`config.mk`:
```
export PLATFORM = sky130hd
export DESIGN_NAME = mtpp_age_unit
export DESIGN_NICKNAME = d
export VERILOG_FILES = /design/src/mtpp_pkg.sv /design/src/mtpp_age_unit.sv
export SDC_FILE = /design/constraint.sdc
export NUM_CORES = 1
export LEC_CHECK = 0
export ABC_CLOCK_PERIOD_IN_PS = 4500
export BUFFER_PORTS_ARGS = -buffer_cell sky130_fd_sc_hd__clkbuf_2
export CAP_MARGIN = 0
export CORE_ASPECT_RATIO = 1.5
export CORE_MARGIN = 3
export CORE_UTILIZATION = 40
export DETAILED_ROUTE_END_ITERATION = 6
export GPL_ROUTABILITY_DRIVEN = 0
export PLACE_DENSITY = 0.82
export SYNTH_ARGS = -nofsm -noshare
export SYNTH_HDL_FRONTEND = slang
export SYNTH_SLANG_ARGS = --single-unit
```
`constraint.sdc`:
```
create_clock -name vclk -period 4.5
set_clock_uncertainty 0.05 [all_clocks]
set_input_delay 0.225 -clock vclk [all_inputs]
set_output_delay 0.225 -clock vclk [all_outputs]
set_load 0.05 [all_outputs]
```
`src/mtpp_pkg.sv`:
```
package mtpp_pkg;

    localparam int LVL_W    = 3;
    localparam int TICK_W   = 32;
    localparam int WAIT_W   = 16;
    localparam int PIDX_W   = 6;
    localparam int MASK_W   = 64;
    localparam int CNT_W    = 7;

    localparam logic [WAIT_W-1:0] WAIT_LIMIT_RESET = 16'd30;

    typedef enum logic [1:0] {
        CAUSE_NONE   = 2'd0,
        CAUSE_SLICE  = 2'd1,
        CAUSE_BETTER = 2'd2
    } cause_t;

    typedef struct packed {
        logic shift;
        logic load;
    } cell_ctl_t;

    typedef struct packed {
        logic              promote;
        logic              compete;
        logic [LVL_W-1:0]  lvl;
        logic [TICK_W-1:0] stamp;
    } age_res_t;

endpackage

```
`src/mtpp_age_unit.sv`:
```
module mtpp_age_unit import mtpp_pkg::*; (
    input  logic [TICK_W-1:0] tick,
    input  logic [WAIT_W-1:0] wait_limit,
    input  logic [LVL_W-1:0]  head_lvl,
    input  logic [TICK_W-1:0] head_stamp,
    input  logic              runnable,
    input  logic              is_run,
    output age_res_t          res
);

    logic [TICK_W-1:0] waited;
    logic              too_old;

    always_comb
    begin
        waited      = tick - head_stamp;
        too_old     = waited > {{(TICK_W-WAIT_W){1'b0}}, wait_limit};
        res.compete = runnable && !is_run;
        res.promote = res.compete && too_old && (head_lvl != '0);
        res.lvl     = res.promote ? head_lvl - LVL_W'(1) : head_lvl;
        res.stamp   = res.promote ? tick : head_stamp;
    end

endmodule

```
# Word-level counts from Yosys, hierarchy flattened
# Index checks and enable logic that the tools add are counted.
# totals
regBits	0
output_inout_bits	37
elab_cells	10
# classes
n_addsub	2
order_cmp	1
muxes	2
n_reduce_logical	5
# op_table
operator	n
> comparator 32 x 16 -> 1 bit	1
2-to-1 mux 32 bit	1
subtractor 32 bit	1
logical AND 1 bit	3
2-to-1 mux 3 bit	1
nonzero test 3 bit	1
subtractor 3 x 1 -> 3 bit, second input constant	1
zero test 1 bit	1

# Depth between registers and ports, before layout
# Gate-level depths: netlist of the first run.
# depth
word_depth	5
ltp_mapped	21
ltp_nobuf	20

# Worst setup path before layout of the first run
# No wires, ideal clock.
# synth_timing
path_kind	input-to-output
from	input tick[0]
to	output res[1] (netlist name)
arrival_time_ps	4894
required_time_ps	4225
slack_ps	-669
stages	20
path_buffers	1
path_cell_list	inv_1 ha_1 fa_1 nand2b_1 a21oi_1 nor2_1 o21ai_0 a21o_1 a21oi_1 xnor2_1 ha_1 nand4_1 a2111oi_0 nor4_1 o22ai_1 nor4_1 and4b_4 a2111oi_4 buf_6 mux2i_1
# synth_lines
element	line	rtl
start, declared	mtpp_age_unit.sv:2	input logic [TICK_W-1:0] tick,
end, declared	mtpp_age_unit.sv:8	output age_res_t res

==> results of run 1 <==
==> cell usage after synthesis (2+ instances only) <==
| cell type | number | area share, % |
|---|---|---|
| inv_1 | 58 | 7.2 |
| ha_1 | 49 | 20 |
| a21oi_1 | 40 | 6.6 |
| mux2_4 | 25 | 12 |
| nand2_1 | 24 | 3.0 |
| a21o_1 | 19 | 4.7 |
| nor2_1 | 18 | 2.2 |
| o21ai_0 | 17 | 2.8 |
| xnor2_1 | 12 | 3.5 |
| nand4_1 | 11 | 2.3 |
| nand3_1 | 10 | 1.7 |
| o21a_1 | 9 | 2.2 |
| xor2_1 | 8 | 2.3 |
| nand2b_1 | 7 | 1.4 |
| mux2_2 | 6 | 2.2 |
| nor3_1 | 6 | 0.99 |
| and2_1 | 5 | 1.0 |
| nor2b_1 | 5 | 1.0 |
| o211ai_1 | 5 | 1.2 |
| a211oi_1 | 4 | 0.99 |
| a21boi_0 | 4 | 0.99 |
| and3_1 | 4 | 0.83 |
| clkbuf_1 | 4 | 0.50 |
| mux2i_1 | 4 | 1.3 |
| a211o_1 | 3 | 0.87 |
| buf_6 | 3 | 1.1 |
| nor4_1 | 3 | 0.62 |
| a311oi_1 | 2 | 0.58 |
| a31oi_1 | 2 | 0.41 |
| buf_2 | 2 | 0.33 |
| buf_4 | 2 | 0.50 |
| nor3b_1 | 2 | 0.50 |
| o2111a_1 | 2 | 0.74 |
| o2111ai_1 | 2 | 0.58 |
| o211a_1 | 2 | 0.66 |
| o21ai_1 | 2 | 0.33 |
| o21bai_1 | 2 | 0.50 |
| or3_1 | 2 | 0.41 |
==> critical path, stage by stage <==
cell       delay, ns
buf_6           0.07
inv_2           0.03
ha_4            0.16
fa_2            0.34
nand2b_4        0.16
a21oi_4         0.17
nor2_4          0.07
o21ai_2         0.15
a21o_1          0.16
a21oi_2         0.07
xnor2_1         0.13
ha_1            0.29
nand4_1         0.16
a2111oi_2       0.40
nor4_1          0.13
o22ai_1         0.21
nor4_2          0.08
and4b_4         0.22
a2111oi_4       0.31
buf_4           0.17
buf_6           0.12
clkbuf_16       0.15
mux2_4          0.31
buf_6           0.15
==> where the power goes <==
| part | switching (W) | total [W] | internal [W] |
|---|---|---|---|
| Combinational | 0.000426 | 0.000786 | 0.000359 |
| Clock | 0 | 0 | 0 |
| Sequential | 0 | 0 | 0 |
==> final cells by class <==
cell class | instances | area share [%]
Inverter | 58 | 4.67
Timing Repair Buffer | 170 | 29.2
Multi-Input combinational cell | 338 | 63.5
Tap cell | 100 | 2.62
==> layer usage <==
metal	global-route usage (%)	share of wire, %
met3	1.85	5.5
met2	43.1	54
met1	21.3	35
met4	8.19	5.5
met5	0	0
==> kinds of logic after synthesis <==
kind of cell    count (synthesis)  synth area share [%]
mux                            35                  16.0
compound gates                131                  30.1
simple gates                  102                  17.5
xor+xnor                       20                  5.79
buf+inv                        69                  9.64
fa+ha+maj                      50                  20.9
==> metrics by stage <==
step                TNS, ns  std cells  power [W]  cell area [µm²]
floorplan                 0        407   0.000469             3150
global placement      -2.26        649   0.000624             4060
detailed placement    -5.01        649   0.000642             4060
CTS                  -0.514        658   0.000702             4460
global route         -13.75        666   0.000837             4770
finish                -6.90        666   0.000786             4770
==> worst min path at each step <==
| stage | startpoint | to | slack [ns] | cells after the start |
|---|---|---|---|---|
| global placement | is_run | res[35] | 0.80 | 3 |
| global route | head_stamp[23] | res[23] | 0.78 | 3 |
| detailed placement | is_run | res[35] | 0.80 | 3 |
| floorplan | is_run | res[35] | 0.57 | 1 |
| CTS | head_stamp[7] | res[7] | 0.79 | 3 |
| finish | head_stamp[16] | res[16] | 0.77 | 3 |
==> layout by cell type (no fill, tap or decap), drive strengths merged, types with 18 or more instances in the layout <==
cell type,n
a21o,20
a21oi,41
buf,81
clkbuf,89
ha,49
inv,58
mux2,31
nand2,24
nor2,18
o21ai,20
==> what timing repair did <==
item	4_1_cts	5_1_grt
setup buffers	7	8
gates cloned	2	1
setup endpoints to repair	35	36
pin swaps	14	7
resized for setup	76	89
==> impl_metrics.toml, run 1 <==
[critical_path]
critPathArrivalTime_ns = 4.45
crit_fanout = 4
start_kind = "input port"
worst-setup-path-type = "input port to output pin"
crit_end = "res[29]"
worstPathRequired_ns = 4.22
setup.worst_path.start = "tick[0]"
cp-end-kind = "output pin"

[global_route]
grt_usage_pct = 21.1
antenna_found_initial = 0
grt_pass1_vias = 3685
overflow = 0
grt_pass1_wl_mm = 15.8
grt_max_degree = 12

[timing]
slew_viol_final = 0
finalHoldViolCount = 0
max_freq_mhz = 212
finalWorstSetupSlack_ns = -0.224
slew_headroom_pct = 53.1
hold_slack_ns = 0.769
period_share_pct = 105
setup_violations = 35
worst_pin_slew_ns = 0.697
rsz0062_at_grt = "true"
finalCriticalPeriod_ns = 4.72

[placement]
port_buffers = 122
pre_cts_ws_ns = -0.203
hpwl_mm = 7.75

[die]
core_area_um2 = 7270
dieWidth_um = 77.0
rows = 38
start_util_pct = 41.6
die-height_um = 112
die_area_um2 = 8660
pin_count = 122

[synth]
synth.avg_cell_area_um2 = 7.43
synth_fp_nets = 542
ys_warn_count = 0
syn_area_um2 = 3020
synthCells = 407
ys_types = 60
synth_seq_area_share_pct = 0

[layout]
multi_input_area_um2 = 3030
nClkBuffers = 0
register_area_um2 = 0
antenna_cells = 0
fillCellCount = 571
fin_util_pct = 65.6
fin_nets = 703
seq_cell_count = 0
drive_gt1_share_pct = 44.2
syn2layout_area_growth_pct = 57.9

[drt]
drc_errors = 0
via_count = 3823
first_iter_violations = 202
wl_per_cell_um = 16.3
vias_per_cell = 5.74
totalWireLength_mm = 10.8
postRouteAntennaNets = 0
dr.pass1.iters = 5

[worst_hold_path]
hold_path_class = "input port to output pin"

[clocking]
ctsHoldBuffers = 0

[flow_run]
maxCapViolations = 0

[outcome]
violations = "setup timing"
status = "finished with violations"

[pwr]
power.leakage_nw = 2.46
ir_worst_vdd_mv = 0.0916
powerDensity_nw_per_um2 = 165
(Power assumes the default switching activity.)
==> run 2, diff against run 1 <==
- ABC_AREA: unset -> 1
- PLACE_DENSITY: 0.82 -> 0.79
==> run 2 against run 1 <==
Net effect: the flow now finishes without violations; worst setup slack improved by 0.70 ns; routed wire length is 0.24% lower; worst hold slack better by 0.0014 ns; sequential share of layout area unchanged; highest routed layer unchanged; critical path depth up 3; non-clock buffer count is 46 lower; critical path type unchanged; synthesized cell count rose by 91%; area after synthesis rose by 22%; utilization fell by 16 points.
==> impl_metrics.toml, run 2 <==
[critical_path]
start_kind = "input port"
crit_fanout = 26
cp-end-kind = "output pin"
critPathArrivalTime_ns = 3.74
cp_common_cell = "nand2_1"
crit_path_top_delay_cell = "fa_1"
worstPathRequired_ns = 4.22
worst-setup-path-type = "input port to output pin"
max_stage_delay_ns = 0.41

[global_route]
grt_pass1_wl_mm = 18.2
grt_usage_pct = 20.5
antenna_found_initial = 0
grt_util_met1_pct = 20.0
grt_pass1_vias = 4529
grt_busiest_layer = "met2"
grt.met3_usage_pct = 0.860
overflow = 0
use_met2_pct = 43.1
grt_max_degree = 37

[timing]
finalSetupTns_ns = 0
period_share_pct = 89.3
rsz0062_at_grt = "false"
finalHoldViolCount = 0
finalCriticalPeriod_ns = 4.02
slew_viol_final = 0
max_freq_mhz = 249
slew_headroom_pct = 72.4
worst_pin_slew_ns = 0.414
setup_violations = 0

[clocking]
post_cts_resized = 0
ctsHoldBuffers = 0
postCtsSetupBuffers = 0

[die]
die-height_um = 124
pin_count = 122
start_util_pct = 41.5
dieWidth_um = 84.4
die_area_um2 = 10400
rows = 42
core_area_um2 = 8880

[drt]
dr.pass1.iters = 4
first_iter_violations = 183
drc_errors = 0
via_count = 4687
postRouteAntennaNets = 0
wl_per_cell_um = 10.8
vias_per_cell = 4.69
totalWireLength_mm = 10.8

[synth]
synth_top_area_share_pct = 34.2
ys_top_cells_by_count = "336 x nand2_1, 180 x inv_1, 67 x nand3_1, 49 x ha_1, 47 x nor2_1"
synth.avg_cell_area_um2 = 4.75
ys_types = 29
synth_top_cell_by_area = "nand2_1"
syn_area_um2 = 3690
yosysMostFrequentCell = "nand2_1"
ys_warn_count = 0
synth.top_cells.by_area = "nand2_1 34%, inv_1 18%, ha_1 17%"
synth_seq_area_share_pct = 0
synth_fp_nets = 911
synthCells = 776

[layout]
antenna_cells = 0
nClkBuffers = 0
register_area_um2 = 0
drive_gt1_share_pct = 16.6
syn2layout_area_growth_pct = 19.1
final_common_cell = "nand2_1"
layout_common_cells = "336 x nand2_1, 180 x inv_1, 122 x clkbuf_2"
fillCellCount = 1071
final_cells = 1000
seq_cell_count = 0
fin_nets = 1027

[pwr]
powerDensity_nw_per_um2 = 146
power.leakage_nw = 3.17
ir_worst_vdd_mv = 0.0703

[flow_run]
maxCapViolations = 0

[worst_hold_path]
min_from = "is_run"
hold_path_end = "res[35]"
hold_path_class = "input port to output pin"
hold_depth = 3

[placement]
hpwl_mm = 9.68
dpl.cell_count = 1000
port_buffers = 122

[outcome]
status = "finished clean"
## run 2: worst max path at each step
stage,endpoint,slack [ns],cells past startpoint,from
floorplan,res[22],1.09,25,tick[0]
global placement,res[9],0.55,27,tick[0]
detailed placement,res[34],0.48,27,tick[0]
CTS,res[34],0.47,27,tick[0]
global route,res[21],0.09,26,tick[0]
finish,res[34],0.48,27,tick[0]
## run 2: cell families (layout without fill, tap and decap cells)
logic type	Yosys count	count (layout)	synth area share, %
adder cells (fa/ha/maj)	50	50	17.2
XOR/XNOR	15	15	3.56
AND/OR/NAND/NOR	482	482	54.0
AO/OA/AOI/OAI	29	29	4.18
buffers and inverters	200	314	21.1
## run 2: metal layers
layer	part of all wire, %	vias to the layer above
met3	4.4	42
met4	5.9	0
met5	0	-
li1	-	2551
met2	53	127
met1	37	1967
## run 2: per-stage QoR
step / setup WS (ns) / power, W / util [%] / hold WS [ns] / cell area, µm²
after CTS: 0.475 / 0.000642 / 49.4 / 0.775 / 4390
after global placement: 0.555 / 0.000632 / 49.4 / 0.768 / 4390
after floorplan: 1.09 / 0.000472 / - / 0.576 / 3690
final: 0.481 / 0.000639 / 49.4 / 0.771 / 4390
after global routing: 0.0936 / 0.000724 / 49.4 / 0.783 / 4390
after detailed placement: 0.484 / 0.000639 / 49.4 / 0.774 / 4390
## run 2: layout make-up
| class | instances | area [µm²] | share of cell area (%) |
|---|---|---|---|
| inverter | 190 | 713 | 16.2 |
| tap | 110 | 138 | 3.14 |
| timing repair buffer | 124 | 626 | 14.3 |
| multi-input combinational | 576 | 2910 | 66.4 |
## run 2: worst max-delay path, delay by kind of cell
family | cells | cell delay (ns)
XOR/XNOR | 1 | 0.10
adder cells (fa/ha/maj) | 3 | 0.92
buffers and inverters | 5 | 0.86
AND/OR/NAND/NOR | 18 | 1.64
## run 2: where the power goes
group / switching, W / internal (W) / leakage, nW
combinational: 0.000428 / 0.000211 / 3.17
sequential: 0 / 0 / 0
clock: 0 / 0 / 0
total: 0.000428 / 0.000211 / 3.17
==> run 3, diff against run 2 <==
- RECOVER_POWER: unset -> 100
==> run 3 against run 2 <==
Net effect: total power about the same; global-route usage is the same; worst setup slack about the same; die area is the same; sequential share of layout area unchanged; fmax hardly changed.
==> impl_metrics.toml, run 3 (same netlist as run 2, synthesis figures left out) <==
[outcome]
status = "finished clean"

[drt]
via_count = 4688
dr.pass1.iters = 4
wl_per_cell_um = 10.8
totalWireLength_mm = 10.8
drc_errors = 0
postRouteAntennaNets = 0
first_iter_violations = 183
vias_per_cell = 4.69

[timing]
slew_headroom_pct = 60.0
rsz0062_at_grt = "false"
period_share_pct = 89.3
setup_violations = 0
worst_pin_slew_ns = 0.602
finalSetupTns_ns = 0
finalHoldViolCount = 0
max_freq_mhz = 249
slew_viol_final = 0
finalCriticalPeriod_ns = 4.02

[pwr]
power.leakage_nw = 3.16
p_seq_share_pct = 0
ir_worst_vdd_mv = 0.0703
p_int_w = 0.000211
powerDensity_nw_per_um2 = 146
switchingPower_w = 0.000428
sw_frac_of_total_pct = 67.0
pwr-share-clk_pct = 0
share_comb_of_total_power_pct = 100.0

[clocking]
postCtsSetupBuffers = 0
ctsHoldBuffers = 0
post_cts_resized = 0

[global_route]
antenna_found_initial = 0
grt_pass1_wl_mm = 18.2
grt_usage_pct = 20.5
overflow = 0
grt_pass1_vias = 4529
grt_max_degree = 37

[critical_path]
start_kind = "input port"
setup.worst_path.start = "tick[0]"
worstPathRequired_ns = 4.22
worst-setup-path-type = "input port to output pin"
max_stage_delay_ns = 0.41
crit_path_top_delay_cell = "fa_1"
crit_end = "res[34]"
cp_common_cell = "nand2_1"
cp-end-kind = "output pin"
critPathArrivalTime_ns = 3.74
crit_fanout = 26

[layout]
nClkBuffers = 0
antenna_cells = 0
final_cells = 1000
syn2layout_area_growth_pct = 19.0
multi_input_area_um2 = 2910
seq_cell_count = 0
register_area_um2 = 0
fin_nets = 1027
drive_gt1_share_pct = 16.5
final_common_cell = "nand2_1"
layout_common_cells = "336 x nand2_1, 180 x inv_1, 121 x clkbuf_2"
fillCellCount = 1072

[worst_hold_path]
hold_path_class = "input port to output pin"

[placement]
dpl.cell_count = 1000
port_buffers = 122
hpwl_mm = 9.68

[die]
core_area_um2 = 8880
start_util_pct = 41.5
die_area_um2 = 10400
dieWidth_um = 84.4
pin_count = 122
die-height_um = 124
rows = 42

[flow_run]
maxCapViolations = 0
==> run 3: cell counts in the layout (fill, tap and decap cells not counted) <==
No cell type changed its count.
==> run 3: worst min-delay path by stage <==
| stage | from | end | slack, ns | cells after the start |
|---|---|---|---|---|
| after floorplan | is_run | res[35] | 0.58 | 1 |
| after global placement | is_run | res[35] | 0.77 | 3 |
| after detailed placement | is_run | res[35] | 0.77 | 3 |
| after CTS | is_run | res[35] | 0.77 | 3 |
| after global routing | head_lvl[2] | res[34] | 0.83 | 4 |
| final | head_stamp[28] | res[28] | 0.80 | 4 |
==> run 3: area by class of cell <==
cell class                      instances  area share [%]
Timing Repair Buffer                  124            14.2
Inverter                              190            16.3
Multi-Input combinational cell        576            66.4
Tap cell                              110            3.14
==> run 3: stage by stage <==
stage	hold WS [ns]	worst slack, ns	power, W	instance area [µm²]	util [%]
after CTS	0.775	0.475	0.000642	4390	49.4
after global placement	0.768	0.555	0.000632	4390	49.4
after global routing	0.827	0.0936	0.000724	4390	49.4
after detailed placement	0.774	0.484	0.000639	4390	49.4
final	0.804	0.481	0.000639	4390	49.4
after floorplan	0.576	1.09	0.000472	3690	-
==> run 3: critical path, delay by kind of cell <==
family	cells	cell delay, ns
fa+ha+maj	3	0.92
xor+xnor	1	0.10
simple gates	18	1.64
buf+inv	5	0.86
==> run 3: layer usage <==
| layer | vias up | GRT usage [%] | part of all wire, % |
|---|---|---|---|
| li1 | 2551 | - | - |
| met1 | 1968 | 20.0 | 37 |
| met2 | 127 | 43.1 | 53 |
| met3 | 42 | 0.860 | 4.4 |
| met4 | 0 | 9.90 | 5.9 |
| met5 | - | 0 | 0 |
==> run 3: power groups by stage <==
stage | Clock, W | Sequential [W] | Combinational, W
final | 0 | 0 | 0.000639
after global routing | 0 | 0 | 0.000724
after CTS | 0 | 0 | 0.000642
after detailed placement | 0 | 0 | 0.000639
after global placement | 0 | 0 | 0.000632
after floorplan | 0 | 0 | 0.000472
