**src/mtpp_pkg.sv**
```systemverilog
package mtpp_pkg;

    localparam int LVL_W    = 3;
    localparam int TICK_W   = 32;
    localparam int WAIT_W   = 16;
    localparam int PIDX_W   = 6;
    localparam int MASK_W   = 64;
    localparam int CNT_W    = 7;

    localparam logic [WAIT_W-1:0] WAIT_LIMIT_RESET = 16'd30;

    typedef enum logic [1:0] {
        CAUSE_NONE   = 2'd0,
        CAUSE_SLICE  = 2'd1,
        CAUSE_BETTER = 2'd2
    } cause_t;

    typedef struct packed {
        logic shift;
        logic load;
    } cell_ctl_t;

    typedef struct packed {
        logic              promote;
        logic              compete;
        logic [LVL_W-1:0]  lvl;
        logic [TICK_W-1:0] stamp;
    } age_res_t;

endpackage

```
**src/mtpp_cell.sv**
```systemverilog
module mtpp_cell import mtpp_pkg::*; #(
    parameter int SLC_W = 5
) (
    input  logic              clk,
    input  logic              rst_n,
    input  cell_ctl_t         ctl,
    input  logic [LVL_W-1:0]  shift_lvl,
    input  logic [TICK_W-1:0] shift_stamp,
    input  logic [SLC_W-1:0]  shift_slc,
    input  logic [LVL_W-1:0]  load_lvl,
    input  logic [TICK_W-1:0] load_stamp,
    input  logic [SLC_W-1:0]  load_slc,
    output logic [LVL_W-1:0]  lvl,
    output logic [TICK_W-1:0] stamp,
    output logic [SLC_W-1:0]  slc
);

    logic [LVL_W-1:0]  lvl_reg,   lvl_next;
    logic [TICK_W-1:0] stamp_reg, stamp_next;
    logic [SLC_W-1:0]  slc_reg,   slc_next;

    always_comb
    begin
        priority if (ctl.load)
        begin
            lvl_next   = load_lvl;
            stamp_next = load_stamp;
            slc_next   = load_slc;
        end
        else if (ctl.shift)
        begin
            lvl_next   = shift_lvl;
            stamp_next = shift_stamp;
            slc_next   = shift_slc;
        end
        else
        begin
            lvl_next   = lvl_reg;
            stamp_next = stamp_reg;
            slc_next   = slc_reg;
        end
    end

    always_ff @(posedge clk or negedge rst_n)
    begin
        if (!rst_n)
        begin
            lvl_reg   <= '0;
            stamp_reg <= '0;
            slc_reg   <= '0;
        end
        else
        begin
            lvl_reg   <= lvl_next;
            stamp_reg <= stamp_next;
            slc_reg   <= slc_next;
        end
    end

    assign lvl   = lvl_reg;
    assign stamp = stamp_reg;
    assign slc   = slc_reg;

endmodule

```
**config.mk**
```make
export PLATFORM = sky130hd
export DESIGN_NAME = mtpp_cell
export DESIGN_NICKNAME = d
export VERILOG_FILES = /design/src/mtpp_pkg.sv /design/src/mtpp_cell.sv
export SDC_FILE = /design/constraint.sdc
export NUM_CORES = 1
export LEC_CHECK = 0
export ABC_AREA = 1
export CAP_MARGIN = 15
export CORE_ASPECT_RATIO = 0.6
export CORE_MARGIN = 1.5
export CORE_UTILIZATION = 56
export DETAILED_ROUTE_END_ITERATION = 10
export DONT_BUFFER_PORTS = 1
export GPL_ROUTABILITY_DRIVEN = 0
export HOLD_SLACK_MARGIN = 0.15
export PLACE_DENSITY = 0.84
export SLEW_MARGIN = 20
export SYNTH_ARGS = -nofsm -noshare
export SYNTH_HDL_FRONTEND = slang
export SYNTH_SLANG_ARGS = --single-unit
```
**constraint.sdc**
```tcl
create_clock -name clk -period 0.8 [get_ports clk]
set_input_delay 0.16 -clock clk [delete_from_list [all_inputs] [get_ports clk]]
set_output_delay 0.16 -clock clk [all_outputs]
set_load 0.02 [all_outputs]
```
==> run summary, run 1 <==
Status - stopped before the end
Failed at - 4_1_cts
Run Error - [ERROR DPL-0038] Utilization greater than 100%, impossible to legalize
Syn nets - 304
DP Worst Slack - 0.05178 ns
# Post-CTS Setup Buffers - 6
Most used flip-flop cell after synthesis - dfrtp_1
H-Tree Depth - 2
# clock sinks - 40
Ys async rst share - 1.000
Dpl cells - 283
Post-CTS Hold Buffers - 57
Die height - 47.56 um
Area fraction of the dominant cell type after synthesis - 0.5402
Yosys warns - 0
Maximum root-to-sink buffer count - 2
Seq/Total Area, Yosys - 0.5402
Post-synth top cells - 80 x nand2_1, 80 x nand3_1, 40 x dfrtp_1, 9 x buf_2, 5 x buf_4
Hpwl dp - 3.618 mm
Main area contributors after synthesis - dfrtp_1 54%, nand3_1 22%, nand2_1 16%
Synth cell types - 8
Mapped cell area - 1853 sq um
Rows - 15
Synth Register Bits - 40
Post-synth EDFFs - 0
CTS resizes - 10
Largest area contributor in the netlist - dfrtp_1
IO Port Bufs - 0
Syn Area/Cell - 8.423 sq um
Total clock buffers created by CTS - 5
Initial Util - 0.6171
Die width - 77.26 um
Post-Synthesis Cells - 220
Root Driver - clkbuf_8
Count of boundary I/O pins - 124
## cell families after synthesis
logic type	share of synthesized area
buffers and inverters	0.07089
and+or+nand+nor	0.3889
DFF	0.5402
## per-stage QoR
| step | area [sq um] | hold WS, ns | utilization |
|---|---|---|---|
| 2_1_floorplan | 1853 | -0.1356 | - |
| 3_3_place_gp | 2546 | -0.1344 | 0.8479 |
| 3_5_place_dp | 2546 | -0.1344 | 0.8479 |
==> run 2: changes to the inputs <==
--- a/config.mk
+++ b/config.mk
@@ -7,14 +7,12 @@
 export LEC_CHECK = 0
 export ABC_AREA = 1
 export CAP_MARGIN = 15
-export CORE_ASPECT_RATIO = 0.6
 export CORE_MARGIN = 1.5
-export CORE_UTILIZATION = 56
+export CORE_UTILIZATION = 40
 export DETAILED_ROUTE_END_ITERATION = 10
 export DONT_BUFFER_PORTS = 1
 export GPL_ROUTABILITY_DRIVEN = 0
-export HOLD_SLACK_MARGIN = 0.15
-export PLACE_DENSITY = 0.84
+export PLACE_DENSITY_LB_ADDON = 0.15
 export SLEW_MARGIN = 20
 export SYNTH_ARGS = -nofsm -noshare
 export SYNTH_HDL_FRONTEND = slang
==> constraint.sdc (replaced) <==
create_clock -name clk -period 1 [get_ports clk]
set_input_delay 0.2 -clock clk [delete_from_list [all_inputs] [get_ports clk]]
set_output_delay 0.2 -clock clk [all_outputs]
set_load 0.02 [all_outputs]
==> run summary, run 2 <==
Final period utilization - 0.9637
# Post-CTS Setup Buffers - 0
Total clock buffers created by CTS - 5
PD cells - 1767 nW/um^2
Setup Skew - 0 ns
Internal - 2.454 mW
Worst path required time - 0.80 ns
Critical Path AT - 0.76 ns
Crit. End Element - output pin
WHS - -0.3987 ns
Fmax - 1038 MHz
Maximum vdd drop - 0.7210 mV
Via density - 5.657
R2R Setup Slk - 0.23 ns
Largest area contributor in the netlist - dfrtp_1
Area fraction of the dominant cell type after synthesis - 0.5402
Post-synth top cells - 80 x nand2_1, 80 x nand3_1, 40 x dfrtp_1, 9 x buf_2, 5 x buf_4
Hpwl dp - 2.911 mm
Die height - 71.06 um
Reg2reg path depth - 2
Root Driver - clkbuf_8
DIE AREA - 5050 sq um
Status - complete, but fails checks
Peak fanout along the critical path - 2
First-pass GRT wire length - 6.837 mm
Most used flip-flop cell after synthesis - dfrtp_1
Sw Ratio - 0.2797
# clock sinks - 40
Critical Path Start Type - register
CTS clock-pin slew for the worst setup and hold paths - 0.07 ns
Comb power frac - 0.077
Largest register FFs - 32
Share of layout cells above drive strength 1 - 0.05164
Area grow syn2layout - 4.051%
Failing checks - negative hold slack
Syn nets - 304
Fin. Hold Viols - 40
Slew HR - 0.8389
Vias in the first global route - 1474
Skew-Pair Late Insertion Delay - 0.28 ns
Initial Util - 0.4198
Tot GR Track Use - 0.1724
Main area contributors after synthesis - dfrtp_1 54%, nand3_1 22%, nand2_1 16%
RSZ-0062 raised after global routing - no
Type of the worst setup path - register to output pin
Post-Synthesis Cells - 220
Yosys warns - 0
CTS resizes - 0
Via count - 1499
Post-synth EDFFs - 0
N_diodes - 0
Pin count of the biggest net entering global routing - 43
Drt total wl - 4.186 mm
ANT nets after route - 0
Number of max-cap violations - 0
Final setup vio count - 0
Pins Over Slew Limit - 0
Synth Register Bits - 40
Worst slew pin tran - 0.2416 ns
Sw power - 0.9531 mW
Period minus WS final - 0.9637 ns
Reg2reg end - slc[1]
Clock share of power - 0.315
Most frequent cells in the layout - 80 x nand2_1, 80 x nand3_1, 40 x dfrtp_1
Leakage dissipation - 0.9071 nW
Syn Area/Cell - 8.423 sq um
CORE AREA - 4414 sq um
GRT Residual Overflow - 0
DR iter-0 viols - 52
IO Port Bufs - 0
CTS tree - built
Initial antenna violation count - 0
DRC viols - 0
Post-DR wirelength/cell - 15.80 um
Layout net count - 296
Die width - 71.06 um
Initial DRT Pass Iterations - 5
Sequential power share - 0.608
Setup TNS - 0 ns
Tot Pwr - 3.407 mW
Seq/Total Area, Yosys - 0.5402
HP Class - input pin to async pin
Ys async rst share - 1.000
Count of boundary I/O pins - 124
Synth cell types - 8
Final Util - 0.4368
H-Tree Depth - 2
Worst r2r src - slc[1]
Rows - 24
Mapped cell area - 1853 sq um
Maximum root-to-sink buffer count - 2
==> run 2: cell counts after synthesis <==
No cell type changed its count.
==> run 2: through the flow <==
step           worst slack (ns)  instances  instance area, sq um
2_1_floorplan            0.2303        220                  1853
3_3_place_gp             0.2526        257                  1838
3_5_place_dp             0.2084        257                  1838
4_1_cts                 0.02602        265                  1928
5_1_grt                0.003982        265                  1928
6_report                0.03630        265                  1928
==> run 2: worst max path at each step <==
stage	start	endpoint	depth (start not counted)
4_1_cts	slc[4]	slc[4]	0
3_5_place_dp	ctl[0]	slc[1]	4
6_report	stamp[10]	stamp[10]	0
5_1_grt	stamp[17]	stamp[17]	0
3_3_place_gp	ctl[0]	stamp[8]	4
2_1_floorplan	ctl[1]	stamp[10]	5
==> run 2: power by group through the flow <==
stage	clock (mW)	combinational [mW]	sequential [mW]
detailed placement	0	0.271	2.10
finish	1.07	0.262	2.07
global route	1.21	0.311	2.09
CTS	1.12	0.270	2.07
global placement	0	0.250	2.10
floorplan	0	0.284	2.07
==> run 2: cells by family (layout without fill, tap and decap cells) <==
group | count (synthesis) | after routing | share of synthesized area
and+or+nand+nor | 161 | 161 | 0.3889
DFF | 40 | 40 | 0.5402
buffers and inverters | 19 | 12 | 0.07089
==> run 2: layout make-up <==
cell class                 count  area [sq um]
fill                         446          2486
inverter                       1         3.754
timing repair buffer           3         47.55
sequential                    40          1001
tap                           52         65.06
clock buffer                   8         90.09
multi-input combinational    161         720.7
==> run 2: per-layer routing <==
metal	global-route usage	part of all wire	up-vias	wire, um
li1	-	-	708	-
met1	0.2066	0.39	686	1624
met2	0.2897	0.49	100	2053
met3	0.05556	0.11	5	447
met4	0.06499	0.015	0	61
met5	0	0	-	0
Note: power is estimated with default switching activity, not from simulation.
==> run 3: changes to the inputs <==
==> constraint.sdc (replaced) <==
create_clock -name clk -period 1.25 [get_ports clk]
set_input_delay 0.25 -clock clk [delete_from_list [all_inputs] [get_ports clk]]
set_output_delay 0.25 -clock clk [all_outputs]
set_load 0.02 [all_outputs]
==> run summary, run 3 (synthesis results as in run 2) <==
Status - completed
Setup TNS - 0 ns
PD cells - 1444 nW/um^2
Sw Ratio - 0.2823
Skew-Pair Late Insertion Delay - 0.28 ns
GRT Residual Overflow - 0
CORE AREA - 4414 sq um
Comb power frac - 0.082
Die width - 71.06 um
CTS clock-pin slew for the worst setup and hold paths - 0.07 ns
Critical Path AT - 0.76 ns
WL met3 - 386 um
Number of max-cap violations - 0
Largest register FFs - 32
Critical Path Start Type - register
RSZ-0062 raised after global routing - no
Clock share of power - 0.325
Tot GR Track Use - 0.1722
Sequential power share - 0.593
Leakage dissipation - 0.9119 nW
End of the worst hold path - stamp[8]
Share of layout cells above drive strength 1 - 0.05634
Met2 routed WL - 1.986 mm
Register area - 1001 sq um
Rows - 24
Worst slew pin tran - 0.5212 ns
Fmax - 991.2 MHz
Area grow syn2layout - 4.254%
Vias in the first global route - 1479
Pin count of the biggest net entering global routing - 43
Maximum root-to-sink buffer count - 2
Reg2reg end - stamp[24]
Post-DR wirelength/cell - 15.62 um
Layout net count - 297
Initial antenna violation count - 0
CTS resizes - 0
Final period utilization - 0.8071
Worst r2r src - stamp[24]
Initial DRT Pass Iterations - 4
Drt total wl - 4.138 mm
Type of the worst setup path - register to output pin
Most frequent cells in the layout - 80 x nand2_1, 80 x nand3_1, 40 x dfrtp_1
Total clock buffers created by CTS - 5
Worst path required time - 1.00 ns
Worst hold stages - 2
Worst hold path startpoint - ctl[0]
Sw power - 0.7875 mW
Final WS setup - 0.2412 ns
Via density - 5.585
First-pass GRT wire length - 6.803 mm
Via count - 1480
Hpwl dp - 2.767 mm
Root Driver - clkbuf_8
Post-Route M1 WL - 1.703 mm
DP Worst Slack - 0.2863 ns
HP Class - input pin to register
Area of the multi-input gates - 720.7 sq um
Setup Skew - 0 ns
Final setup vio count - 0
Uppermost layer routed - met4
ANT nets after route - 0
IO Port Bufs - 0
R2R Setup Slk - 0.50 ns
Fill cell count - 429
DRC viols - 0
Peak fanout along the critical path - 2
DR iter-0 viols - 120
Die height - 71.06 um
Slew HR - 0.6526
CTS tree - built
Crit. End Element - output pin
N_diodes - 0
DIE AREA - 5050 sq um
Fin. Hold Viols - 0
Post-CTS Hold Buffers - 2
H-Tree Depth - 2
Internal - 2.002 mW
Pins Over Slew Limit - 0
# clock sinks - 40
Maximum vdd drop - 0.6766 mV
Initial Util - 0.4198
Reg2reg path depth - 2
Period minus WS final - 1.009 ns
Count of boundary I/O pins - 124
# Post-CTS Setup Buffers - 0
## run 3: power groups by stage
stage          logic [mW]  clock network, mW  registers (mW)
5_1_grt             0.273               1.00            1.67
4_1_cts             0.237              0.937            1.66
3_3_place_gp        0.186                  0            1.68
6_report            0.229              0.906            1.65
2_1_floorplan       0.227                  0            1.66
3_5_place_dp        0.202                  0            1.68
## run 3: worst max-delay path by stage
| stage | depth (start not counted) | from | end | slack, ns |
|---|---|---|---|---|
| 6_report | 0 | slc[4] | slc[4] | 0.24 |
| 5_1_grt | 0 | slc[4] | slc[4] | 0.20 |
| 3_5_place_dp | 3 | ctl[0] | stamp[23] | 0.29 |
| 3_3_place_gp | 3 | ctl[0] | stamp[10] | 0.34 |
| 4_1_cts | 0 | slc[4] | slc[4] | 0.22 |
| 2_1_floorplan | 5 | ctl[1] | stamp[10] | 0.43 |
## run 3: per-layer routing
metal | vias to the layer above | global-route usage
met5 | - | 0
met4 | 0 | 0.06499
met3 | 5 | 0.06125
met2 | 85 | 0.2908
met1 | 681 | 0.2015
li1 | 709 | -
## run 3: final cells by class
type,count,area share
Inverter,1,0.001943
Timing Repair Buffer,4,0.02332
Clock buffer,7,0.04987
Tap cell,52,0.03368
Sequential cell,40,0.5181
Multi-Input combinational cell,161,0.3731
## run 3: per-stage QoR
stage               std cells  area [sq um]  hold WS (ns)  power (mW)    util
finish                    265          1932       0.09270       2.790  0.4376
floorplan                 220          1853      -0.04559       1.883       -
global placement          256          1805      -0.04476       1.867  0.4090
detailed placement        256          1805      -0.04484       1.881  0.4090
CTS                       265          1932       0.08396       2.830  0.4376
global route              265          1932       0.08070       2.947  0.4376
## run 3: worst register-to-register path, stage by stage, from the launching register on
cell and delay, ns:
dfrtp_1 0.47, nand2_1 0.10, nand3_1 0.07
==> run 4: changes to the inputs <==
==> constraint.sdc (replaced) <==
create_clock -name clk -period 0.9 [get_ports clk]
set_input_delay 0.18 -clock clk [delete_from_list [all_inputs] [get_ports clk]]
set_output_delay 0.18 -clock clk [all_outputs]
set_load 0.02 [all_outputs]
==> run summary, run 4 (synthesis results as in run 2) <==
Status - complete, but fails checks
Failing checks - negative hold slack, negative setup slack
Reg2reg end - stamp[4]
ANT nets after route - 0
Slew HR - 0.8872
Sequential power share - 0.631
Number of max-cap violations - 0
Final setup vio count - 40
CTS clock-pin slew for the worst setup and hold paths - 0.07 ns
DP Worst Slack - 0.1370 ns
Maximum vdd drop - 0.8281 mV
Leakage dissipation - 0.8616 nW
CTS tree - built
Clock share of power - 0.289
Via count - 1472
# Post-CTS Setup Buffers - 0
N_diodes - 0
Initial antenna violation count - 0
Hpwl dp - 2.930 mm
CORE AREA - 4414 sq um
Final Util - 0.4481
Sw Ratio - 0.2790
Internal - 2.670 mW
# clock sinks - 40
Worst r2r src - stamp[4]
Reg2reg path depth - 2
Post-DR wirelength/cell - 15.80 um
Area grow syn2layout - 6.752%
GRT Residual Overflow - 0
Crit. End Element - output pin
Fill cell count - 433
Sw power - 1.033 mW
Vias in the first global route - 1521
R2R Setup Slk - 0.16 ns
Skew-Pair Late Insertion Delay - 0.28 ns
Root Driver - clkbuf_8
Die width - 71.06 um
PD cells - 1872 nW/um^2
Drt total wl - 4.170 mm
Critical Path AT - 0.74 ns
Comb power frac - 0.080
Via density - 5.576
Pin count of the biggest net entering global routing - 43
Maximum root-to-sink buffer count - 2
Type of the worst setup path - register to output pin
Rows - 24
Count of boundary I/O pins - 124
First-pass GRT wire length - 6.782 mm
Initial Util - 0.4198
Period minus WS final - 0.9210 ns
Tot Pwr - 3.703 mW
WHS - -0.4115 ns
H-Tree Depth - 2
Setup Skew - 0 ns
Pins Over Slew Limit - 0
Fmax - 1086 MHz
DRC viols - 0
Die height - 71.06 um
Largest register FFs - 32
Layout net count - 296
Worst slew pin tran - 0.1692 ns
Worst path required time - 0.72 ns
Most frequent cells in the layout - 80 x nand2_1, 80 x nand3_1, 40 x dfrtp_2
Tot GR Track Use - 0.1703
Share of layout cells above drive strength 1 - 0.2406
Initial DRT Pass Iterations - 4
Final WS setup - -0.02102 ns
Fin. Hold Viols - 40
Total clock buffers created by CTS - 5
CP Depth - 0
Peak fanout along the critical path - 2
DIE AREA - 5050 sq um
IO Port Bufs - 0
Critical Path Start Type - register
Final period utilization - 1.023
DR iter-0 viols - 88
RSZ-0062 raised after global routing - yes
HP Class - input pin to async pin
-- run 4: changes by cell type in the layout (fill, tap and decap cells not counted) --
cell | before | now
dlygate4sd3_1 | 1 | 0
buf_12 | 1 | 3
dfrtp_2 | 0 | 40
clkbuf_8 | 7 | 5
buf_4 | 2 | 0
clkinv_2 | 0 | 1
dfrtp_1 | 40 | 0
clkbuf_1 | 0 | 1
-- run 4: worst register-to-register path, cell delays in order (launching register included) --
cell and delay [ns]:
dfrtp_2 0.46, nand2_1 0.10, nand3_1 0.07
-- run 4: through the flow --
stage | cells | cell area [sq um] | TNS, ns
3_5_place_dp | 257 | 1851 | 0
3_3_place_gp | 257 | 1851 | 0
5_1_grt | 264 | 1978 | -1.953
4_1_cts | 264 | 1978 | -1.323
2_1_floorplan | 220 | 1853 | 0
6_report | 264 | 1978 | -0.5479
-- run 4: cell type report --
cell class / count / area (sq um) / share of cell area
Clock buffer: 6 / 72.57 / 0.03669
Clock inverter: 1 / 5.005 / 0.002530
Inverter: 1 / 3.754 / 0.001898
Multi-Input combinational cell: 161 / 720.7 / 0.3643
Sequential cell: 40 / 1051 / 0.5313
Tap cell: 52 / 65.06 / 0.03289
Timing Repair Buffer: 3 / 60.06 / 0.03036
-- run 4: worst max-delay path by stage --
stage,from,end,slack (ns)
2_1_floorplan,ctl[1],stamp[10],0.15
3_3_place_gp,stamp[5],stamp[5],0.17
4_1_cts,stamp[5],stamp[5],-0.04
5_1_grt,stamp[0],stamp[0],-0.06
6_report,stamp[1],stamp[1],-0.02
3_5_place_dp,stamp[31],stamp[31],0.14
-- run 4: routing by layer --
layer	vias to the layer above	global-route usage	wire length, um
met5	-	0	0
met4	0	0.05870	23
met3	2	0.06838	425
met2	83	0.2949	2123
met1	682	0.1903	1597
li1	705	-	-
-- run 4: power groups by stage --
stage / sequential, mW / clock [mW] / combinational [mW]
final: 2.34 / 1.07 / 0.297
after CTS: 2.34 / 1.15 / 0.307
after floorplan: 2.30 / 0 / 0.315
after detailed placement: 2.34 / 0 / 0.307
after global placement: 2.33 / 0 / 0.285
after global routing: 2.36 / 1.23 / 0.350
-- run 4: what timing repair did --
item | 4_1_cts | 5_1_grt
resized for setup | 40 | 0
endpoints found under the setup margin | 40 | 40
gates cloned | 0 | 0
endpoints found under the hold margin | 40 | 40
pin swaps | 0 | 0
